## config.mk

```make
export PLATFORM = sky130hd
export DESIGN_NAME = cdcs_cell
export DESIGN_NICKNAME = d
export VERILOG_FILES = /design/src/design/cdcs_pkg.sv /design/src/design/cdcs_cell.sv
export SDC_FILE = /design/constraint.sdc
export NUM_CORES = 1
export LEC_CHECK = 0
export BUFFER_PORTS_ARGS = -buffer_cell sky130_fd_sc_hd__buf_2
export CAP_MARGIN = 25
export CORE_ASPECT_RATIO = 1.1
export CORE_MARGIN = 2
export CORE_UTILIZATION = 53
export DETAILED_ROUTE_END_ITERATION = 6
export GPL_ROUTABILITY_DRIVEN = 0
export PLACE_DENSITY = 0.86
export SLEW_MARGIN = 20
export SYNTH_ARGS = -nofsm -noshare
export SYNTH_HDL_FRONTEND = slang
export SYNTH_SLANG_ARGS = --single-unit
```

## constraint.sdc

```tcl
create_clock -name clk -period 3.99 [get_ports clk]
set_clock_uncertainty 0.05 [all_clocks]
set_input_delay 0.399 -clock clk [delete_from_list [all_inputs] [get_ports clk]]
set_output_delay 0.399 -clock clk [all_outputs]
set_load 0.03 [all_outputs]
```

## src/design/cdcs_pkg.sv

```systemverilog
// ---------------------------------------------------------------------------
// cdcs_pkg
// Shared types and constants for the distinct-count sampler.
// ---------------------------------------------------------------------------
`default_nettype none

package cdcs_pkg;

    localparam int unsigned BUFFER_ENTRIES_DEF = 64;
    localparam int unsigned PORT_BASE_DEF      = 8000;
    localparam int unsigned PORT_LIMIT_DEF     = 8128;

    localparam int unsigned KEY_W   = 32;
    localparam int unsigned PRIO_W  = 32;
    localparam int unsigned PORT_W  = 16;
    localparam int unsigned HELD_W  = 7;
    localparam int unsigned THR_W   = 32;

    // Input tdata: dest_port, packet_key, random_fraction
    localparam int unsigned IN_TDATA_W  = 80;
    // Output tdata: verdict, key_kept, held_count, current_threshold (+ pad)
    localparam int unsigned OUT_TDATA_W = 48;

    localparam logic [THR_W-1:0] START_THRESHOLD_RST = '1;

    // Flags carried by the scan beat as it walks down the cell row
    typedef struct packed {
        logic active;      // scan beat present at this point of the row
        logic removed;     // a cell upstream held the key and dropped it
        logic free_found;  // a free slot upstream (lowest one kept)
        logic top_found;   // a live entry upstream (highest priority kept)
    } wave_flags_t;

    // Broadcast write controls from the sequencer to every cell
    typedef struct packed {
        logic wr_en;       // write key/priority into the addressed slot
        logic clear;       // drop every entry
    } cell_ctl_t;

endpackage

`default_nettype wire

```

## src/design/cdcs_cell.sv

```systemverilog
// ---------------------------------------------------------------------------
// cdcs_cell
// One slot of the sample store plus one step of the scan chain.
// ---------------------------------------------------------------------------
`default_nettype none

module cdcs_cell #(
    parameter int unsigned IDX_W = 6,
    parameter int unsigned INDEX = 0
) (
    input  wire                          clk,
    input  wire                          rst_n,
    input  cdcs_pkg::wave_flags_t        wave_in,
    input  wire  [IDX_W-1:0]             free_idx_in,
    input  wire  [IDX_W-1:0]             top_idx_in,
    input  wire  [cdcs_pkg::PRIO_W-1:0]  top_prio_in,
    input  wire  [cdcs_pkg::KEY_W-1:0]   item_key,
    input  cdcs_pkg::cell_ctl_t          ctl,
    input  wire  [IDX_W-1:0]             wr_idx,
    input  wire  [cdcs_pkg::KEY_W-1:0]   wr_key,
    input  wire  [cdcs_pkg::PRIO_W-1:0]  wr_prio,
    output cdcs_pkg::wave_flags_t        wave_out,
    output logic [IDX_W-1:0]             free_idx_out,
    output logic [IDX_W-1:0]             top_idx_out,
    output logic [cdcs_pkg::PRIO_W-1:0]  top_prio_out
);
    import cdcs_pkg::*;

    logic              valid_reg, valid_next;
    logic [KEY_W-1:0]  key_reg;
    logic [PRIO_W-1:0] prio_reg;

    wave_flags_t       wave_reg, wave_next;
    logic [IDX_W-1:0]  free_idx_reg, free_idx_next;
    logic [IDX_W-1:0]  top_idx_reg, top_idx_next;
    logic [PRIO_W-1:0] top_prio_reg, top_prio_next;

    logic match;
    logic here_free;
    logic here_live;
    logic wr_hit;

    assign match     = wave_in.active && valid_reg && (key_reg == item_key);
    assign here_free = !valid_reg || match;
    assign here_live = valid_reg && !match;
    assign wr_hit    = ctl.wr_en && (wr_idx == IDX_W'(INDEX));

    always_comb
    begin
        wave_next            = wave_in;
        wave_next.removed    = wave_in.removed | match;
        free_idx_next        = free_idx_in;
        top_idx_next         = top_idx_in;
        top_prio_next        = top_prio_in;
        if (!wave_in.free_found && here_free)
        begin
            wave_next.free_found = 1'b1;
            free_idx_next        = IDX_W'(INDEX);
        end
        // strict compare keeps the lower slot on a tie
        if (here_live && (!wave_in.top_found || (prio_reg > top_prio_in)))
        begin
            wave_next.top_found = 1'b1;
            top_idx_next        = IDX_W'(INDEX);
            top_prio_next       = prio_reg;
        end
    end

    always_comb
    begin
        valid_next = valid_reg;
        if (ctl.clear)
        begin
            valid_next = 1'b0;
        end
        else if (wr_hit)
        begin
            valid_next = 1'b1;
        end
        else if (match)
        begin
            valid_next = 1'b0;
        end
    end

    always_ff @(posedge clk or negedge rst_n)
    begin
        if (!rst_n)
        begin
            valid_reg <= 1'b0;
            wave_reg  <= '0;
        end
        else
        begin
            valid_reg <= valid_next;
            wave_reg  <= wave_next;
        end
    end

    always_ff @(posedge clk)
    begin
        if (wr_hit && !ctl.clear)
        begin
            key_reg  <= wr_key;
            prio_reg <= wr_prio;
        end
        free_idx_reg <= free_idx_next;
        top_idx_reg  <= top_idx_next;
        top_prio_reg <= top_prio_next;
    end

    assign wave_out     = wave_reg;
    assign free_idx_out = free_idx_reg;
    assign top_idx_out  = top_idx_reg;
    assign top_prio_out = top_prio_reg;

endmodule

`default_nettype wire
```

After elaboration in Yosys (flattened, before gate mapping)
Index checks and enable logic that the tools add are counted.

operators by class
  add/subtract/negate cells = 0
  multiply operators = 0
  divide/modulo/power cells = 0
  magnitude comparators = 1
  eq/ne operators = 1
  shift-type cells = 0
  muxes and demuxes = 6
  bitwise logic cells = 1
  reductions and logical operators = 16

operators with widths
  operator             number
  $eq A32 B32 Y1       1
  $gt A32 B32 Y1       1
  $mux W32             1
  $logic_and A1 B1 Y1  7
  $logic_not A6 Y1     1
  $logic_not A1 Y1     5
  $mux W1              5
  $reduce_bool A3 Y1   1
  $logic_or A1 B1 Y1   2
  $or A1 B1 Y1         1

word-level totals
  flip-flop bits (word level) = 113
  bits in latches = 0
  memory bits (writable) = 0
  bits in read-only memories = 0
  input bits = 154
  output and inout bits = 48
  memories = 0

Longest topological paths before layout
Gate-level depths: netlist of the first run.

  depth in word-level cells = 6
  depth in mapped cells = 9

Least setup slack after synthesis of the first run
Ideal clock, no wire load.

  path type = input to register
  start point = in wr_idx[1]
  end point = reg key_reg[0], enable pin
  setup time = 430 ps
  data arrival time = 2274 ps
  data required time = 3510 ps
  setup slack = 1235 ps
  stages on the path = 2
  path buffers = 0
  cells stage by stage = nor4_1 -> and4b_1

between the ends
  word-level cells in the longest chain between the ends = 3

RTL lines
  what                  line              RTL
  start, declared       cdcs_cell.sv:19   input wire [IDX_W-1:0] wr_idx,
  $logic_not A6 Y1      cdcs_cell.sv:46   assign wr_hit = ctl.wr_en && (wr_idx == IDX_W'(INDEX));
  $logic_and A1 B1 Y1   cdcs_cell.sv:46
  $logic_and A1 B1 Y1   cdcs_cell.sv:102  if (wr_hit && !ctl.clear)
  end signal, assigned  cdcs_cell.sv:104  key_reg <= wr_key;
  end, declared         cdcs_cell.sv:30   logic [KEY_W-1:0] key_reg;

Every way passes these cells.
A chain may end at the register's enable or synchronous reset.

Worst setup path in the final report of the first run
  start point = reg prio_reg[30]
  end point = reg top_prio_reg[12] (netlist: top_prio_out[12])

between the ends
  word-level cells in the longest chain between the ends = 4

RTL lines
  what                         line              RTL
  start, declared              cdcs_cell.sv:31   logic [PRIO_W-1:0] prio_reg;
  start signal, assigned       cdcs_cell.sv:105  prio_reg <= wr_prio;
  $gt A32 B32 Y1               cdcs_cell.sv:61   if (here_live && (!wave_in.top_found || (prio_reg > top_prio_in)))
  $logic_or A1 B1 Y1           cdcs_cell.sv:61
  $logic_and A1 B1 Y1          cdcs_cell.sv:61
  $mux W32                     cdcs_cell.sv:61
  named net top_prio_next[12]  cdcs_cell.sv:36   logic [PRIO_W-1:0] top_prio_reg, top_prio_next;
  end signal, assigned         cdcs_cell.sv:109  top_prio_reg <= top_prio_next;
  end, declared                cdcs_cell.sv:36

The timed path passes the listed nets, and every way through them passes these cells.

==> reports/summary.txt, run 1 <==
Sequential area share after synthesis: 55.7%
Slew @ Worst Pin: 0.762 ns
I/O pin cnt: 202
Htree depth: 4
Post-synth top cells: edfxtp_1, dfxtp_1, inv_1
Unique masters post-synth: 39
RSZ-0062 raised after global routing: no
CP peak stage delay: 0.65 ns
Final min period: 3.16 ns
Number of global-route vias before repair: 5083
Hold path depth: 1
Synthesized instance count: 426
Finished Layout Cells: 810
Syn_nets: 612
Clk root buf: clkbuf_8
Layout cells sized above 1: 35.2%
Syn Area/Cell: 12.3 sq um
Cell with the most instances after synthesis: edfxtp_1
Fin Setup TNS: 0 ns
Final #Nets: 863
CP cell instances: ha_1 -> nand4_1 -> or4_1 -> nor2_1 -> o22ai_2 -> or2_1 -> buf_12 -> o311ai_1
Crit path to: top_prio_out[12]$_DFF_P_
Clock sink total: 113
Worst Path Class, Setup: flop to flop
Placed insts: 724
M3 GR Usage: 9.18%
Final hold viol count: 0
CP Capture Type: flop
Hold Crit Class: input pin to flop
Total wire length: 16800 um
Layout Area Growth over Synthesis: 43.1%
Reg2Reg Setup Slack: 0.83 ns
Number of max-cap violations: 0
Slowest CP cell: or4_1
Core area: 9750 sq um
Achievable Freq: 316 MHz
Avg WL per Cell: 20.7 um
TritonCTS Buffers: 17
Drt pass-1 iters: 6
Drt via density: 6.15
Crit path max fanout: 24
Pre-CTS setup slack: 0.833 ns
Crit Reg-Reg Endpoint: top_prio_out[12]$_DFF_P_
First-pass GRT wire length: 25100 um
Chip width: 99.0 um
Antenna violations before repair: 2
Status: completed
Worst skew pair latency: 0.52 ns
R2R Path Start: prio_reg[30]$_DFFE_PP_
Seq cells post-synth: 113
TritonCTS clock tree: built
Die height: 108 um
Initial drt markers: 322
Slew Viols, Final: 0
Grt ovf: 0
Asr flop ratio synth: 4.42%
Worst EP required: 4.32 ns
Fill cell count: 578
Post-CTS Setup Inserts: 0
Fin crit share: 79.2%
Max VDD drop: 0.000324 V
Post-synth EDFFs: 64
Met1 Usage GRT: 32.4%
Total power: 3.23 mW
Post-synthesis cell area: 5260 sq um
IO Port Bufs: 201
Met2 Track Usage GR: 55.3%
Hold_sp: wr_key[22]
Largest net degree at the start of global routing: 67
Gr usage total: 30.4%
Via Count: 4985
Die Area: 10700 sq um
Antenna Cells: 0
Rel. slew slack: 49.0%
Top FF cell, synth: edfxtp_1
Routed Antenna Nets: 0
Yosys top cell by area: edfxtp_1
GR peak layer: met2
Hold_ws: 0.00517 ns
Pleak: 3.16 nW
Crit start category: flop
Clock tree buffer depth: 2
Clock slew at reported path FFs: 0.06 ns
Drt drc: 0
Dpl hpwl: 10100 um
Reg2Reg Depth: 8
PD cells: 429 nW/um^2
Setup ws final: 0.829 ns
Ys Warns: 0
Finish-stage setup viols: 0
Worst setup path startpoint: prio_reg[30]$_DFFE_PP_
Top cells by area, synth: edfxtp_1, dfxtp_1, ha_1
CP arrival: 3.50 ns
FP Rows: 38
Post-synth top area share: 36.6%
Initial core utilization: 53.9%
-- cells in the final DEF (no fill, tap or decap), types with 2 or more instances in the layout --
master / count
clkinv_2: 2
buf_2: 201
a221oi_1: 3
o2111ai_1: 31
nand2_1: 11
clkinv_1: 5
or4_1: 2
nand4_1: 11
edfxtp_1: 64
a32oi_1: 31
nand2b_1: 2
o21ai_0: 4
ha_1: 32
o311ai_1: 31
nand3_1: 5
a21oi_1: 12
clkbuf_16: 16
nor2_1: 5
or4_4: 2
xor2_1: 16
nor4_1: 5
buf_4: 6
dfxtp_1: 44
clkinvlp_4: 2
bufinv_16: 5
xnor2_1: 16
or2_1: 2
dfrtp_1: 5
inv_1: 34
dlygate4sd3_1: 54
nor2b_1: 13
-- per-layer routing --
metal / vias up / wire length, um / part of all wire, %
li1: 2218 / - / -
met1: 2380 / 5820 / 35
met2: 319 / 8850 / 53
met3: 64 / 1530 / 9.1
met4: 4 / 553 / 3.3
met5: - / 22 / 0.13
-- per-stage QoR --
step                utilization [%]  instance area (sq um)
floorplan                         -                   5260
global placement               65.4                   6370
detailed placement             65.4                   6370
CTS                            75.9                   7390
global route                   77.2                   7520
finish                         77.2                   7520
-- what timing repair did --
action	CTS	global route
hold buffers	41	13
endpoints found under the setup margin	0	0
resized for setup	0	0
hold endpoints to repair	45	13
-- worst min path at each step --
| stage | to | slack (ns) |
|---|---|---|
| after floorplan | valid_reg$_DFFE_PN0P_ | 0.05 |
| after global placement | wave_out[2]$_DFF_PN0_ | 0.18 |
| after detailed placement | wave_out[0]$_DFF_PN0_ | 0.18 |
| after CTS | prio_reg[6]$_DFFE_PP_ | 0.001 |
| after global routing | key_reg[1]$_DFFE_PP_ | -0.007 |
| final | key_reg[22]$_DFFE_PP_ | 0.005 |
-- critical path: cells and delay by family (launching register included) --
family	cells	cell delay [ns]
simple gates	4	1.51
compound gates	2	0.47
flops	1	0.42
fa+ha+maj	1	0.35
buf+inv	1	0.23
-- where the power goes --
group	leakage (nW)	internal [mW]	switching, mW
registers	1.00	1.27	0.0110
clock network	0.292	1.06	0.527
logic	1.86	0.164	0.200
-- kinds of logic (layout without fill, tap and decap cells) --
family          count (synthesis)  after routing  synth area share [%]
simple gates                   61             61                  6.66
flops                         113            113                  55.7
compound gates                123            123                  19.8
fa+ha+maj                      32             32                  7.62
xor+xnor                       32             32                  5.33
buf+inv                        65            329                  4.95
-- layout make-up --
type	count	area, sq um	share of cell area, %
clock buffer	18	418	5.55
clock inverter	14	194	2.58
inverter	35	131	1.75
multi-input combinational	248	2090	27.8
sequential	113	2930	38.9
tap	120	150	2.00
timing repair buffer	262	1610	21.4
No activity file was read; power rests on OpenSTA's default activity.
==> run 2: changes to the inputs <==
--- a/config.mk
+++ b/config.mk
@@ -5,14 +5,15 @@
 export SDC_FILE = /design/constraint.sdc
 export NUM_CORES = 1
 export LEC_CHECK = 0
+export ABC_AREA = 1
 export BUFFER_PORTS_ARGS = -buffer_cell sky130_fd_sc_hd__buf_2
 export CAP_MARGIN = 25
 export CORE_ASPECT_RATIO = 1.1
 export CORE_MARGIN = 2
-export CORE_UTILIZATION = 53
+export CORE_UTILIZATION = 48
 export DETAILED_ROUTE_END_ITERATION = 6
 export GPL_ROUTABILITY_DRIVEN = 0
-export PLACE_DENSITY = 0.86
+export PLACE_DENSITY = 0.79
 export SLEW_MARGIN = 20
 export SYNTH_ARGS = -nofsm -noshare
 export SYNTH_HDL_FRONTEND = slang
==> constraint.sdc (replaced) <==
create_clock -name clk -period 3 [get_ports clk]
set_clock_uncertainty 0.05 [all_clocks]
set_input_delay 0.3 -clock clk [delete_from_list [all_inputs] [get_ports clk]]
set_output_delay 0.3 -clock clk [all_outputs]
set_load 0.03 [all_outputs]
==> reports/summary.txt, run 2 <==
Status: completed
Avg WL per Cell: 14.3 um
Commonest non-fill, non-tap cell in the layout: buf_2
Gr usage total: 22.2%
I/O pin cnt: 202
Post-synth EDFFs: 64
Post-CTS Hold Buffers: 2
Unique masters post-synth: 33
Fin Setup TNS: 0 ns
Chip width: 101 um
Die Area: 11200 sq um
Post-synthesis cell area: 5000 sq um
Fill cell count: 825
Rel. slew slack: 48.0%
Final #Nets: 898
Drt drc: 0
Seq cells post-synth: 113
CP cell instances: dlygate4sd3_1 -> buf_2 -> nand2_1 -> nor2_1 -> o211ai_1 -> nor2_1 -> nand3_1 -> nor2_2 -> nor2_4 -> nand2_4 -> nand2_1 -> nand2_1
Hold Crit Class: input pin to flop
CP Capture Type: flop
Final min period: 2.37 ns
Htree depth: 4
Hold path depth: 1
Top FF cell, synth: edfxtp_1
Post-synth top cells: nand2_1, inv_1, edfxtp_1
Crit start category: input pin
Achievable Freq: 422 MHz
Syn_nets: 683
Slew Viols, Final: 0
Max VDD drop: 0.000339 V
Reg2Reg Depth: 14
Ys Warns: 0
Routed Antenna Nets: 0
CP arrival: 2.61 ns
Setup ws final: 0.631 ns
Clock slew at reported path FFs: 0.05 ns
Clock sink total: 113
IO Port Bufs: 201
Slew @ Worst Pin: 0.777 ns
FP Rows: 39
Initial core utilization: 48.8%
Clock tree buffer depth: 2
Die height: 111 um
CP peak stage delay: 0.60 ns
Worst skew pair latency: 0.40 ns
Post-synth top area share: 38.4%
Hold_ws: 0.0189 ns
Via Count: 4145
Crit path max fanout: 32
Core area: 10200 sq um
Commonest non-fill, non-tap cells in the layout: buf_2, nand2_1, inv_1
Number of global-route vias before repair: 4273
Worst Path Class, Setup: input pin to flop
Clk root buf: clkbuf_16
Antenna violations before repair: 0
Dpl hpwl: 8970 um
Total power: 3.87 mW
Drt pass-1 iters: 4
Syn Area/Cell: 10.1 sq um
Cell with the most instances after synthesis: nand2_1
Most frequent CP cell: nand2_1
Total wire length: 12100 um
Slowest CP cell: nor2_4
Layout cells sized above 1: 34.9%
Yosys top cell by area: edfxtp_1
Top cells by area, synth: edfxtp_1, dfxtp_1, nand2_1
Layout Area Growth over Synthesis: 33.3%
Sequential area share after synthesis: 58.6%
Drt via density: 4.89
RSZ-0062 raised after global routing: no
Final hold viol count: 0
First-pass GRT wire length: 19000 um
Largest net degree at the start of global routing: 45
Post-cts resize count: 0
Grt ovf: 0
Fin crit share: 79.0%
TritonCTS Buffers: 17
Pre-CTS setup slack: 0.643 ns
TritonCTS clock tree: built
Pleak: 3.33 nW
Number of max-cap violations: 0
Antenna Cells: 0
Asr flop ratio synth: 4.42%
PD cells: 582 nW/um^2
Initial drt markers: 148
Worst EP required: 3.24 ns
Post-CTS Setup Inserts: 0
Finish-stage setup viols: 0
Synthesized instance count: 497
==> run 2: cell types whose count changed after synthesis, sizes merged, moves of 31 or more <==
cell	before	now
nand3	5	38
o2111ai	31	0
inv	35	72
a32oi	31	0
o311ai	31	0
nand2	11	137
==> run 2: area by class of cell <==
| class | count | area [sq um] | share of cell area, % |
|---|---|---|---|
| clock buffer | 20 | 447 | 6.71 |
| timing repair buffer | 207 | 1070 | 16.0 |
| multi-input combinational | 300 | 1700 | 25.5 |
| sequential | 113 | 2930 | 44.0 |
| inverter | 73 | 274 | 4.11 |
| clock inverter | 12 | 92.6 | 1.39 |
| tap | 123 | 154 | 2.31 |
==> run 2: kinds of logic (layout without fill, tap and decap cells) <==
kind of cell	after synthesis	after routing	share of synthesized area, %
simple gates	223	223	20.0
flops	113	113	58.6
buf+inv	84	312	7.46
compound gates	33	33	3.85
fa+ha+maj	32	32	8.01
xor+xnor	12	12	2.10
==> run 2: critical path: cells and delay by family <==
family                 cells  cell delay (ns)
AOI/OAI and AO/OA          1             0.07
buffers and inverters      2             0.66
and+or+nand+nor            9             1.57
==> run 2: path summary, 6_finish.rpt <==
path / slack [ns] / end / from
max: 0.63 / top_prio_out[1]$_DFF_P_ / wave_in[3]
min: 0.02 / prio_reg[10]$_DFFE_PP_ / wr_prio[10]
max in group asynchronous: 2.52 / valid_reg$_DFFE_PN0P_ / rst_n
min in group asynchronous: 0.21 / wave_out[0]$_DFF_PN0_ / rst_n
max reg2reg: 0.66 / top_prio_out[1]$_DFF_P_ / prio_reg[6]$_DFFE_PP_
min reg2reg: 0.44 / top_prio_out[0]$_DFF_P_ / prio_reg[0]$_DFFE_PP_
==> run 2: metrics by stage <==
step / utilization, % / instances / area, sq um
2_1_floorplan: - / 497 / 5000
3_3_place_gp: 59.5 / 814 / 6100
3_5_place_dp: 59.5 / 814 / 6100
4_1_cts: 65.0 / 848 / 6660
5_1_grt: 65.0 / 848 / 6660
6_report: 65.0 / 848 / 6660
==> run 2: layer usage <==
layer / up-vias / routed length, um / track usage [%]
li1: 2047 / - / -
met1: 1892 / 4400 / 22.7
met2: 187 / 6510 / 40.2
met3: 19 / 1030 / 7.06
met4: 0 / 194 / 9.91
met5: - / 0 / 0
==> run 2: report_power, final <==
group | internal (mW) | switching (mW) | leakage, nW
Combinational | 0.151 | 0.212 | 2.07
Clock | 1.14 | 0.680 | 0.256
Sequential | 1.68 | 0.0108 | 1.00
==> run 3: changes to the inputs <==
--- a/config.mk
+++ b/config.mk
@@ -5,15 +5,15 @@
 export SDC_FILE = /design/constraint.sdc
 export NUM_CORES = 1
 export LEC_CHECK = 0
-export ABC_AREA = 1
+export ABC_AREA = 0
 export BUFFER_PORTS_ARGS = -buffer_cell sky130_fd_sc_hd__buf_2
 export CAP_MARGIN = 25
 export CORE_ASPECT_RATIO = 1.1
 export CORE_MARGIN = 2
-export CORE_UTILIZATION = 48
+export CORE_UTILIZATION = 44
 export DETAILED_ROUTE_END_ITERATION = 6
 export GPL_ROUTABILITY_DRIVEN = 0
-export PLACE_DENSITY = 0.79
+export PLACE_DENSITY = 0.76
 export SLEW_MARGIN = 20
 export SYNTH_ARGS = -nofsm -noshare
 export SYNTH_HDL_FRONTEND = slang
==> constraint.sdc (replaced) <==
create_clock -name clk -period 2.1 [get_ports clk]
set_clock_uncertainty 0.05 [all_clocks]
set_input_delay 0.21 -clock clk [delete_from_list [all_inputs] [get_ports clk]]
set_output_delay 0.21 -clock clk [all_outputs]
set_load 0.03 [all_outputs]
==> reports/summary.txt, run 3 (synthesis results as in run 1) <==
Status: finished, violations left
Failing checks: setup timing
IO Port Bufs: 201
Dpl hpwl: 10800 um
PD cells: 681 nW/um^2
CP arrival: 2.91 ns
Reg2Reg Depth: 8
Core Util, Final: 76.8%
Die height: 119 um
Avg WL per Cell: 19.4 um
Achievable Freq: 371 MHz
Finish-stage setup viols: 47
Drt via density: 5.75
Chip width: 108 um
Worst setup path startpoint: prio_reg[14]$_DFFE_PP_
Clk root buf: clkbuf_16
Final #Nets: 976
Routed Antenna Nets: 0
Rel. slew slack: 56.8%
Commonest non-fill, non-tap cells in the layout: buf_2, dlygate4sd3_1, buf_4
Number of max-cap violations: 0
Reg2Reg Setup Slack: -0.59 ns
TritonCTS Buffers: 17
Initial drt markers: 454
First-pass GRT wire length: 27700 um
Antenna violations before repair: 0
Clock tree buffer depth: 2
Fin Setup TNS: -21.73 ns
Total wire length: 18500 um
Crit path max fanout: 16
TritonCTS clock tree: built
Max VDD drop: 0.000507 V
CP peak stage delay: 0.60 ns
CP cell instances: ha_4 -> nand4_1 -> or4_4 -> nor2_4 -> o22ai_4 -> buf_4 -> o2111ai_1 -> o311ai_1
Crit start category: flop
CP Capture Type: flop
Drt drc: 0
Hold Crit Class: input pin to flop
Grt ovf: 0
Setup ws final: -0.595 ns
FP Rows: 41
Layout cells sized above 1: 44.3%
Worst skew pair latency: 0.41 ns
Crit path to: top_prio_out[8]$_DFF_P_
Core area: 11500 sq um
Number of global-route vias before repair: 5757
RSZ-0062 raised after global routing: yes
Clock slew at reported path FFs: 0.05 ns
Final min period: 2.69 ns
Slowest CP cell: or4_4
Drt pass-1 iters: 5
Die Area: 12800 sq um
Hold_sp: top_prio_in[3]
Crit Reg-Reg Endpoint: top_prio_out[8]$_DFF_P_
Worst EP required: 2.32 ns
R2R Path Start: prio_reg[14]$_DFFE_PP_
Fin crit share: 128%
Commonest non-fill, non-tap cell in the layout: buf_2
Antenna Cells: 0
Layout Area Growth over Synthesis: 68.6%
Pleak: 3.70 nW
Total power: 6.04 mW
Largest net degree at the start of global routing: 66
Slew Viols, Final: 0
Worst Path Class, Setup: flop to flop
Gr usage total: 28.2%
Slew @ Worst Pin: 0.647 ns
Clock sink total: 113
Via Count: 5483
Initial core utilization: 45.6%
I/O pin cnt: 202
Final hold viol count: 0
Htree depth: 4
## run 3: changes by cell type in the layout (fill, tap and decap cells not counted), sizes merged, moves of 5 or more
cell,delta
nand2,-126
dlygate4sd3,+93
buf,+73
inv,-37
nand3,-33
a32oi,+31
o2111ai,+31
o311ai,+31
nor2,-27
nor2b,+14
xor2,+11
xnor2,+9
a21boi,-6
nand4,+5
## run 3: what timing repair did
| action | CTS | global route |
|---|---|---|
| pin swaps | 12 | 11 |
| resized for setup | 20 | 27 |
| hold buffers | 95 | 0 |
| setup endpoints to repair | 44 | 48 |
| setup buffers | 3 | 11 |
| cloned | 1 | 1 |
| hold endpoints to repair | 99 | 0 |
## run 3: worst min-delay path by stage
| stage | cells after the start | end | slack (ns) |
|---|---|---|---|
| 3_3_place_gp | 1 | wave_out[2]$_DFF_PN0_ | -0.008 |
| 6_report | 3 | top_prio_out[3]$_DFF_P_ | 0.02 |
| 3_5_place_dp | 1 | wave_out[2]$_DFF_PN0_ | -0.009 |
| 5_1_grt | 3 | top_prio_out[4]$_DFF_P_ | 0.02 |
| 2_1_floorplan | 0 | valid_reg$_DFFE_PN0P_ | -0.14 |
| 4_1_cts | 3 | top_prio_out[3]$_DFF_P_ | 0.001 |
## run 3: worst max-delay path: cells and delay by family, from the launching register on
family	cells	cell delay [ns]
compound gates	3	0.54
fa+ha+maj	1	0.32
buf+inv	1	0.24
flops	1	0.48
simple gates	3	0.93
## run 3: final cells by class
| type | instances | area (sq um) |
|---|---|---|
| flip-flops and latches | 113 | 2930 |
| fillers | 700 | 2680 |
| repair buffers | 374 | 2640 |
| multi-input cells | 249 | 2410 |
| clock buffers | 18 | 429 |
| well taps | 150 | 188 |
| clock inverters | 14 | 143 |
| inverters | 35 | 131 |
## run 3: per-stage QoR
stage,setup WS (ns),cells,hold WS [ns],cell area [sq um]
after floorplan,-0.367,426,-0.136,5350
after global placement,-0.451,812,-0.00846,6920
after detailed placement,-0.544,812,-0.00901,6920
after CTS,-0.501,943,0.00120,8590
after global routing,-0.677,953,0.0206,8860
final,-0.595,953,0.0169,8860
## run 3: report_power, final
part	internal (mW)	switching, mW	total [mW]
clock network	1.74	1.03	2.77
logic	0.415	0.426	0.841
registers	2.40	0.0204	2.42
## run 3: layer usage
| layer | up-vias | wire length [um] | track usage [%] |
|---|---|---|---|
| li1 | 2438 | - | - |
| met1 | 2580 | 6520 | 30.1 |
| met2 | 349 | 9580 | 49.0 |
| met3 | 116 | 1310 | 6.89 |
| met4 | 0 | 1110 | 18.0 |
| met5 | - | 0 | 0 |
